## src/rtl/heq_pkg.sv

```systemverilog
package heq_pkg;

  localparam int MAP_DEPTH = 256;
  localparam int MAP_AW    = 8;
  localparam int PIX_W     = 8;

  typedef enum logic [3:0] {
    ST_CLR,
    ST_IDLE,
    ST_CNT_WR,
    ST_MAP_OUT,
    ST_B1_RD,
    ST_B1_ACC,
    ST_B2_RD,
    ST_B2_ACC,
    ST_B2_MUL,
    ST_DIV_INIT,
    ST_DIV,
    ST_B2_WR
  } heq_state_t;

  typedef enum logic [3:0] {
    DP_NOP,
    DP_LATCH,
    DP_CNT_WR,
    DP_OUT_LOAD,
    DP_CLR,
    DP_B1_RD,
    DP_B1_ACC,
    DP_B2_RD,
    DP_B2_ACC,
    DP_B2_MUL,
    DP_DIV_INIT,
    DP_DIV,
    DP_B2_WR
  } heq_op_t;

  typedef struct packed {
    heq_op_t op;
  } heq_cmd_t;

  typedef struct packed {
    logic bins_end;
    logic all_end;
    logic div_done;
    logic out_free;
    logic last;
  } heq_status_t;

endpackage

```

## src/rtl/heq_ctrl.sv

```systemverilog
module heq_ctrl import heq_pkg::*; (
  input  logic        clk,
  input  logic        rst_n,
  input  logic        in_valid,
  input  logic        in_req_type,
  output logic        in_ready,
  input  heq_status_t status,
  output heq_cmd_t    cmd
);

  heq_state_t state_r, state_nxt;

  always_ff @(posedge clk) begin
    if (!rst_n) begin
      state_r <= ST_CLR;
    end else begin
      state_r <= state_nxt;
    end
  end

  always_comb begin
    state_nxt = state_r;
    cmd.op    = DP_NOP;
    in_ready  = 1'b0;
    case (state_r)
      ST_CLR: begin
        cmd.op = DP_CLR;
        if (status.all_end) state_nxt = ST_IDLE;
      end
      ST_IDLE: begin
        in_ready = 1'b1;
        if (in_valid) begin
          cmd.op    = DP_LATCH;
          state_nxt = in_req_type ? ST_MAP_OUT : ST_CNT_WR;
        end
      end
      ST_CNT_WR: begin
        cmd.op    = DP_CNT_WR;
        state_nxt = status.last ? ST_B1_RD : ST_IDLE;
      end
      ST_MAP_OUT: begin
        if (status.out_free) begin
          cmd.op    = DP_OUT_LOAD;
          state_nxt = status.last ? ST_CLR : ST_IDLE;
        end
      end
      ST_B1_RD: begin
        cmd.op    = DP_B1_RD;
        state_nxt = ST_B1_ACC;
      end
      ST_B1_ACC: begin
        cmd.op    = DP_B1_ACC;
        state_nxt = status.bins_end ? ST_B2_RD : ST_B1_RD;
      end
      ST_B2_RD: begin
        cmd.op    = DP_B2_RD;
        state_nxt = ST_B2_ACC;
      end
      ST_B2_ACC: begin
        cmd.op    = DP_B2_ACC;
        state_nxt = ST_B2_MUL;
      end
      ST_B2_MUL: begin
        cmd.op    = DP_B2_MUL;
        state_nxt = ST_DIV_INIT;
      end
      ST_DIV_INIT: begin
        cmd.op    = DP_DIV_INIT;
        state_nxt = ST_DIV;
      end
      ST_DIV: begin
        cmd.op = DP_DIV;
        if (status.div_done) state_nxt = ST_B2_WR;
      end
      ST_B2_WR: begin
        cmd.op    = DP_B2_WR;
        state_nxt = status.all_end ? ST_IDLE : ST_B2_RD;
      end
      default: begin
        state_nxt = ST_CLR;
      end
    endcase
  end

endmodule

```

## config.mk

```make
export PLATFORM = sky130hd
export DESIGN_NAME = heq_ctrl
export DESIGN_NICKNAME = d
export VERILOG_FILES = /design/src/rtl/heq_pkg.sv /design/src/rtl/heq_ctrl.sv
export SDC_FILE = /design/constraint.sdc
export NUM_CORES = 1
export LEC_CHECK = 0
export BUFFER_PORTS_ARGS = -buffer_cell sky130_fd_sc_hd__buf_2
export CORE_UTILIZATION = 25
export DETAILED_ROUTE_END_ITERATION = 10
export MAX_ROUTING_LAYER = met4
export PLACE_DENSITY = 0.43
export SLEW_MARGIN = 30
export SYNTH_ARGS = -nofsm -noshare
export SYNTH_HDL_FRONTEND = slang
export SYNTH_SLANG_ARGS = --single-unit
```

## constraint.sdc

```tcl
create_clock -name clk -period 1.9 [get_ports clk]
set_input_delay 0 -clock clk [delete_from_list [all_inputs] [get_ports clk]]
set_output_delay 0 -clock clk [all_outputs]
set_load 0.05 [all_outputs]
```

==> results of run 1 <==
## worst min-delay path: stages
cell and delay (ns):
buf_2 0.12, nand2_1 0.05, o41ai_1 0.05
## through the flow
stage	cells	area, sq um
after floorplan	61	441.7
after global placement	88	518.0
after detailed placement	88	518.0
after CTS	91	540.5
after global routing	91	541.8
final	91	541.8
## Yosys cell counts, types with 2 or more instances
library cell / instances / area [sq um]
o41ai_1: 2 / 17.52
buf_2: 4 / 20.02
nor3_1: 2 / 10.01
o21ai_0: 3 / 15.01
nand2_1: 8 / 30.03
a21oi_1: 6 / 30.03
or3b_1: 3 / 26.28
inv_1: 5 / 18.77
dfxtp_1: 4 / 80.08
o21ai_1: 2 / 10.01
nand2b_1: 2 / 12.51
nor2_1: 2 / 7.510
nor2b_1: 3 / 18.77
## cell type report
class | instances | area [sq um]
clock buffers | 3 | 22.52
multi-input cells | 47 | 311.5
inverters | 5 | 18.77
flip-flops and latches | 4 | 81.33
well taps | 16 | 20.02
fillers | 189 | 1035
repair buffers | 16 | 87.58
## logic make-up after synthesis
logic type             after synthesis  share of synthesized area
AOI/OAI and AO/OA                   21                     0.3117
buffers and inverters               10                     0.1133
DFF                                  4                     0.1813
muxes                                2                    0.04816
and+or+nand+nor                     24                     0.3456
## what timing repair did
action,4_1_cts,5_1_grt
endpoints found under the hold margin,0,0
gates resized for setup,0,1
endpoints found under the setup margin,0,1
## power by group through the flow
stage	combinational, mW	clock [mW]	sequential, mW
finish	0.503	0.104	0.153
global route	0.543	0.125	0.156
CTS	0.506	0.110	0.152
detailed placement	0.506	0	0.153
global placement	0.507	0	0.155
floorplan	0.440	0	0.114
## worst max-delay path by stage
stage | end | from | slack, ns
CTS | cmd[1] | state_r[3] | 0.12
global placement | cmd[1] | state_r[3] | 0.35
finish | cmd[1] | state_r[3] | 0.30
floorplan | cmd[0] | state_r[3] | 0.06
detailed placement | state_r[0] | state_r[3] | 0.37
global route | cmd[1] | state_r[3] | 0.17
## layer usage
layer,routed length [um],track usage,share of wire
met5,0,-,0
met4,17,0.07273,0.015
met3,33,0.03265,0.029
met2,521,0.2088,0.46
met1,558,0.1567,0.49
==> flow_metrics.py, run 1 <==
metrics = {
    "synthesis": {
        "synth-main-ff-cell": "dfxtp_1",
        "synth_seq_cells": 4,
        "synth_edf_count": 0,
        "yosys_warnings": 0,
        "synth_fp_nets": 70,
        "yosys.cell_types.count": 28,
        "synth_cells": 61,
        "synth_area_sq_um": 441.7,
        "synth-async-reset-ratio": 0,
        "yosysSeqAreaShare": 0.1813,
        "synth_area_per_cell_sq_um": 7.241,
    },
    "floorplanning": {
        "die_y_um": 44.03,
        "core-area_sq_mm": 0.001577,
        "rows": 14,
        "die_w_um": 44.03,
        "io_pins": 14,
        "start_util": 0.2802,
        "die_area_sq_mm": 0.001939,
    },
    "worst_setup_path": {
        "critPathLaunchType": "flop",
        "cp.arrival_ns": 1.60,
        "path_buf_inv": 1,
        "timing.rr.end": "state_r[0]",
        "r2r_cells": 5,
        "end_kind": "output port",
        "cp_slowest_stage_delay_ns": 0.49,
        "critPathRequiredTime_ns": 1.90,
        "reg2reg_slack_ns": 0.42,
        "critPathMaxFanout": 17,
        "crit_chain": "nor2b_1 -> o21ai_0 -> a21oi_1 -> buf_2",
        "worst-path-stages": 4,
        "critPathKind": "reg2out",
        "slowest_stage": "dfxtp_2",
        "crit_family": "flip-flops",
        "timing.rr.start": "state_r[0]",
    },
    "power": {
        "total_power_mw": 0.7596,
        "seqPwrFrac": 0.201,
        "p_leak_nw": 0.2135,
        "p_switching_mw": 0.4169,
        "clockPowerShare": 0.137,
        "combPwrFrac": 0.662,
        "p_int_mw": 0.3427,
        "switching_share": 0.5489,
        "powerDensity_mw_per_mm2": 1402,
        "vdd_ir_drop_max_v": 0.0006216,
    },
    "routing": {
        "wl_mm": 1.130,
        "drtIter0Drc": 7,
        "firstDrtPassIters": 5,
        "post_drt_wl_per_cell_um": 12.42,
        "final_antenna_net_count": 0,
        "avgViaCountPerCell": 5.209,
        "vias": 474,
        "drc": 0,
    },
    "layout": {
        "layout_common_cells": "13 x buf_2, 8 x nand2_1, 6 x a21oi_1",
        "final_util": 0.3437,
        "syn_to_final_growth_pct": 22.66,
        "diodes": 0,
        "final_common_cell": "buf_2",
        "reg_top3": "state_r (4)",
        "regMostFlops": "state_r",
        "num-nets-final": 86,
        "largest_reg_flops": 4,
        "drive_above_1_share": 0.3200,
    },
    "global_routing": {
        "grt_use_total": 0.1337,
        "grt_pass1_vias": 437,
        "grt_pass1_wl_mm": 1.863,
        "grt_max_degree": 18,
        "grt-ovfl-total": 0,
        "grt_antenna_before_repair": 0,
    },
    "placed_design": {
        "port_buffers": 13,
        "dp_worst_setup_slack_ns": 0.3707,
        "hpwlAfterDp_um": 885.9,
        "place_congestion": 0.7730,
    },
    "sta": {
        "grt_setup_unrepaired": "no",
        "finalSetupViolCount": 0,
        "setup_tns_ns": 0,
        "finalClockSkew_ns": 0.0004674,
        "max_slew.worst_pin.slew_ns": 0.3664,
        "final-hold-violation-count": 0,
        "timing.fmax_mhz": 625.3,
        "holdWs_ns": 0.02147,
        "relSlewSlack": 0.7537,
        "worst_slack_ns": 0.3007,
        "min_period_ns": 1.599,
        "finalCritPeriodShare": 0.8417,
        "slew_viol_final": 0,
    },
    "clocking": {
        "cts_hold_buf": 0,
        "cts_sinks": 4,
        "clockBufferDepth": 2,
        "path_clk_slew_ns": 0.04,
        "cts_made_buffers": 3,
        "post_cts_buffers": 0,
        "htreeDepth": 1,
        "clkLatencyLatePin_ns": 0.23,
        "cts_tree": "done",
        "cts-root-buf": "clkbuf_4",
    },
    "min_path": {
        "hold_class": "in2reg",
        "hp-start": "rst_n",
        "whs_path_depth": 3,
        "holdPathEnd": "state_r[1]",
    },
    "job": {
        "maxCapViolCount": 0,
    },
    "run_status": {
        "status": "finished clean",
    },
}
No activity file was read; power rests on OpenSTA's default activity.
==> inputs of run 2 (changes only) <==
Settings changed: PLACE_DENSITY 0.43 to 0.45.
Clock period 1.9 ns to 1.35 ns, I/O delays scaled along.
==> flow_metrics.py, run 2 (same netlist as run 1, synthesis figures left out) <==
metrics = {
    "floorplanning": {
        "die_y_um": 44.03,
        "die_area_sq_mm": 0.001939,
        "core-area_sq_mm": 0.001577,
        "io_pins": 14,
        "rows": 14,
        "start_util": 0.2802,
        "die_w_um": 44.03,
    },
    "layout": {
        "syn_to_final_growth_pct": 67.14,
        "largest_reg_flops": 4,
        "final_util": 0.4683,
        "drive_above_1_share": 0.5455,
        "reg_top3": "state_r (4)",
        "final_common_cell": "buf_4",
        "layout_common_cells": "15 x buf_4, 8 x nand2_1, 8 x buf_2",
        "num-nets-final": 99,
        "regMostFlops": "state_r",
        "diodes": 0,
    },
    "global_routing": {
        "grt_antenna_before_repair": 0,
        "grt_max_degree": 10,
        "grt_use_total": 0.1651,
        "grt-ovfl-total": 0,
        "grt_pass1_wl_mm": 2.235,
        "grt_pass1_vias": 535,
    },
    "min_path": {
        "whs_path_depth": 3,
        "hold_class": "in2reg",
        "holdPathEnd": "state_r[1]",
        "hp-start": "rst_n",
    },
    "clocking": {
        "path_clk_slew_ns": 0.03,
        "cts_hold_buf": 0,
        "clockBufferDepth": 2,
        "cts-root-buf": "clkbuf_4",
        "cts_made_buffers": 3,
        "htreeDepth": 1,
        "cts_sinks": 4,
        "cts_tree": "done",
        "clkLatencyLatePin_ns": 0.23,
    },
    "routing": {
        "wl_mm": 1.244,
        "vias": 540,
        "avgViaCountPerCell": 5.192,
        "drc": 0,
        "final_antenna_net_count": 0,
        "drtIter0Drc": 15,
        "post_drt_wl_per_cell_um": 11.96,
        "firstDrtPassIters": 6,
    },
    "worst_setup_path": {
        "r2r_cells": 5,
        "slowest_stage": "dfxtp_4",
        "critPathKind": "reg2out",
        "critPathRequiredTime_ns": 1.35,
        "crit_chain": "buf_6 -> mux2i_1 -> nor3_1 -> a21oi_1 -> o21ai_1 -> buf_6",
        "critPathLaunchType": "flop",
        "critPathMaxFanout": 4,
        "timing.rr.start": "state_r[1]",
        "end_kind": "output port",
        "crit_family": "flip-flops",
        "path_buf_inv": 2,
        "cp.arrival_ns": 1.34,
        "reg2reg_slack_ns": 0.03,
        "timing.rr.end": "state_r[0]",
        "cp_slowest_stage_delay_ns": 0.35,
        "cpMostUsedCell": "buf_6",
    },
    "placed_design": {
        "dp_worst_setup_slack_ns": -0.01095,
        "hpwlAfterDp_um": 944.6,
        "port_buffers": 13,
        "place_congestion": 0.8077,
    },
    "job": {
        "maxCapViolCount": 0,
    },
    "power": {
        "vdd_ir_drop_max_v": 0.0006641,
        "total_power_mw": 1.407,
        "powerDensity_mw_per_mm2": 1906,
        "p_leak_nw": 0.3078,
    },
    "sta": {
        "relSlewSlack": 0.7828,
        "timing.fmax_mhz": 748.1,
        "finalClockSkew_ns": 0.002361,
        "grt_setup_unrepaired": "yes",
        "slew_viol_final": 0,
        "finalSetupViolCount": 0,
        "max_slew.worst_pin.slew_ns": 0.3232,
        "finalCritPeriodShare": 0.9902,
        "final-hold-violation-count": 0,
        "min_period_ns": 1.337,
        "worst_slack_ns": 0.01322,
    },
    "run_status": {
        "status": "finished clean",
    },
}
run 2: final cells by class:
| type | instances | area, sq um |
|---|---|---|
| tap | 16 | 20.02 |
| sequential | 4 | 95.09 |
| inverter | 5 | 21.27 |
| multi-input combinational | 47 | 359.1 |
| clock buffer | 3 | 22.52 |
| fill | 160 | 838.3 |
| timing repair buffer | 29 | 220.2 |
run 2: timing repair:
action | CTS | global route
hold endpoints to repair | 0 | 0
resized for setup | 16 | 13
endpoints found under the setup margin | 6 | 6
pin swaps | 0 | 5
setup buffers | 1 | 2
cloned | 0 | 0
run 2: metrics by stage:
step	cell area, sq um	cells	hold WS, ns	setup TNS (ns)
floorplan	469.2	61	0.1032	-0.3445
global placement	614.3	98	0.2655	-0.02557
detailed placement	614.3	98	0.2575	-0.01095
CTS	688.2	102	0.008553	-0.008559
global route	738.2	104	0.04633	-0.1491
finish	738.2	104	0.01793	0
run 2: metal layers:
| metal | GRT usage | part of all wire |
|---|---|---|
| met2 | 0.2471 | 0.47 |
| met3 | 0.06122 | 0.051 |
| met5 | - | 0 |
| met4 | 0.05455 | 0 |
| met1 | 0.2045 | 0.48 |
run 2: worst reg2reg max path, cell delays in order (launching register included):
cell and delay [ns]:
dfxtp_4 0.36, buf_4 0.12, nand2b_2 0.05, or3b_1 0.38
a32oi_1 0.22, o41ai_1 0.08
run 2: power breakdown:
group | internal, mW | total [mW] | switching (mW) | leakage, nW
registers | 0.163 | 0.208 | 0.0457 | 0.0356
logic | 0.476 | 1.06 | 0.579 | 0.258
clock network | 0.0990 | 0.143 | 0.0437 | 0.0138
total | 0.738 | 1.41 | 0.669 | 0.308
run 2: worst max-delay path by stage:
stage | from | endpoint | slack, ns | cells after the start
global route | state_r[1] | cmd[0] | -0.1 | 6
global placement | state_r[3] | state_r[0] | -0.03 | 4
finish | state_r[1] | cmd[0] | 0.01 | 6
CTS | state_r[3] | cmd[1] | -0.005 | 4
detailed placement | state_r[2] | state_r[0] | -0.01 | 4
floorplan | state_r[0] | state_r[0] | -0.22 | 5
==> inputs of run 3 (changes only) <==
Settings changed: ABC_AREA set to 1, BUFFER_PORTS_ARGS -buffer_cell sky130_fd_sc_hd__buf_2 to -buffer_cell sky130_fd_sc_hd__clkbuf_2, CELL_PAD_IN_SITES_DETAIL_PLACEMENT set to 0, CELL_PAD_IN_SITES_GLOBAL_PLACEMENT set to 1, PLACE_DENSITY 0.45 to 0.67.
==> flow_metrics.py, run 3 <==
metrics = {
    "run_status": {
        "status": "finished clean",
    },
    "synthesis": {
        "yosys_warnings": 0,
        "synth_top_family_by_area": "simple AND/OR/NAND/NOR gates",
        "synth-compound-area-share": 0.1085,
        "synthMuxAreaShare": 0,
        "synthTopCellsByCount": "22 x nand2_1, 13 x inv_1, 11 x nand3_1",
        "yosys.cell_types.count": 13,
        "synth_area_per_cell_sq_um": 5.199,
        "synth_cells": 71,
        "synth_top_area_frac": 0.2237,
        "synthXorXnorAreaFrac": 0,
        "synth-simple-area-share": 0.5322,
        "synth.area.top_cells": "nand2_1 22%, dfxtp_1 22%, nand3_1 15%",
        "synth_most_common_cell": "nand2_1",
        "synth-async-reset-ratio": 0,
        "synth_seq_cells": 4,
        "synth-main-ff-cell": "dfxtp_1",
        "synth_fa_ha_area_frac": 0,
        "yosysSeqAreaShare": 0.2169,
        "synth_area_sq_um": 369.1,
        "synth_edf_count": 0,
        "synth_top_area_cell": "nand2_1",
        "synth_fp_nets": 80,
    },
    "floorplanning": {
        "die_area_sq_mm": 0.001634,
        "io_pins": 14,
        "rows": 13,
        "die_y_um": 40.43,
        "start_util": 0.2767,
        "die_w_um": 40.43,
        "core-area_sq_mm": 0.001334,
    },
    "placed_design": {
        "port_buffers": 13,
        "dp.cells": 99,
        "hpwlAfterDp_um": 779.1,
        "placed_cell_area_sq_um": 466.7,
        "dp_worst_setup_slack_ns": 0.1633,
        "place_congestion": 0.7057,
    },
    "layout": {
        "fill_cells": 153,
        "seq_area_sq_um": 95.09,
        "reg_top3": "state_r (4)",
        "final_util": 0.4484,
        "diodes": 0,
        "design_area_sq_um": 598.1,
        "syn_to_final_growth_pct": 62.03,
        "regMostFlops": "state_r",
        "num-nets-final": 105,
        "multi_input_area_sq_um": 279.0,
        "final_common_cell": "nand2_1",
        "largest_reg_flops": 4,
        "layout_common_cells": "18 x nand2_1, 11 x inv_1, 11 x nand3_1",
        "instances_no_fill": 109,
        "drive_above_1_share": 0.4255,
    },
    "clocking": {
        "cts_made_buffers": 3,
        "cts_tree": "done",
        "cts_sinks": 4,
        "clockBufferDepth": 2,
        "path_clk_slew_ns": 0.04,
        "htreeDepth": 1,
        "cts-root-buf": "clkbuf_4",
        "clkLatencyLatePin_ns": 0.25,
    },
    "sta": {
        "finalSetupViolCount": 0,
        "finalCritPeriodShare": 0.9797,
        "final-hold-violation-count": 0,
        "timing.fmax_mhz": 756.1,
        "max_slew.worst_pin.slew_ns": 0.2655,
        "finalClockSkew_ns": 0.006680,
        "holdWs_ns": 0.09688,
        "min_period_ns": 1.323,
        "relSlewSlack": 0.8223,
        "slew_viol_final": 0,
        "worst_slack_ns": 0.02735,
        "setup_tns_ns": 0,
    },
    "global_routing": {
        "grt_pass1_vias": 374,
        "grt_max_degree": 9,
        "grt_antenna_before_repair": 0,
        "grt-ovfl-total": 0,
        "grt_use_total": 0.1498,
        "grt_pass1_wl_mm": 1.538,
    },
    "power": {
        "powerDensity_mw_per_mm2": 1512,
        "total_power_mw": 0.9040,
        "vdd_ir_drop_max_v": 0.0009756,
        "p_leak_nw": 0.3230,
    },
    "routing": {
        "wl_mm": 1.111,
        "avgViaCountPerCell": 4.468,
        "final_antenna_net_count": 0,
        "drtIter0Drc": 9,
        "firstDrtPassIters": 3,
        "post_drt_wl_per_cell_um": 10.19,
        "vias": 487,
        "drc": 0,
    },
    "worst_setup_path": {
        "end_kind": "output port",
        "critPathMaxFanout": 7,
        "critPathKind": "reg2out",
        "critPathLaunchType": "flop",
        "critPathRequiredTime_ns": 1.35,
        "cp.arrival_ns": 1.32,
    },
    "job": {
        "maxCapViolCount": 0,
    },
    "min_path": {
        "hold_class": "in2reg",
    },
}
## run 3: cell types whose count changed after synthesis, moves of 3 or more
cell / delta
buf_2: -4
inv_1: +8
nand2_1: +14
nand3_1: +10
nor2_1: +7
nor2b_1: -3
or3b_1: -3
## run 3: layout make-up
type,count,share of cell area
multi-input combinational,53,0.4665
clock buffer,3,0.03766
sequential,4,0.1590
timing repair buffer,20,0.2134
inverter,14,0.09205
tap,15,0.03138
## run 3: worst paths after layout
path	end	slack, ns	cells past startpoint	from
max	cmd[0]	0.03	4	state_r[2]
min	state_r[2]	0.1	5	status[0]
max reg2reg	state_r[0]	0.18	7	state_r[2]
min reg2reg	state_r[3]	0.68	3	state_r[0]
## run 3: critical path, stage by stage (launching register included)
cell	delay, ns
dfxtp_4	0.36
nor2_4	0.19
nand2_2	0.09
o211ai_1	0.20
buf_4	0.24
## run 3: routing by layer
metal	track usage	vias up	routed length, um
met1	0.1715	205	516
met3	0.06667	2	43
met5	-	-	0
met2	0.2302	10	539
li1	-	270	-
met4	0.05000	0	11
## run 3: timing repair
| item | 4_1_cts | 5_1_grt |
|---|---|---|
| gates cloned | 0 | 0 |
| hold buffers | 1 | 0 |
| resized for setup | 3 | 20 |
| hold endpoints to repair | 1 | 0 |
| pin swaps | 0 | 4 |
| endpoints found under the setup margin | 2 | 3 |
| setup buffers | 0 | 6 |
## run 3: where the power goes
group	switching (mW)	internal, mW
sequential	0.0364	0.145
combinational	0.359	0.205
clock	0.0579	0.100
## run 3: cells by family (layout without fill, tap and decap cells)
logic type,after synthesis,count (layout)
AND/OR/NAND/NOR,46,46
buffers and inverters,14,37
AO/OA/AOI/OAI,7,7
flip-flops,4,4
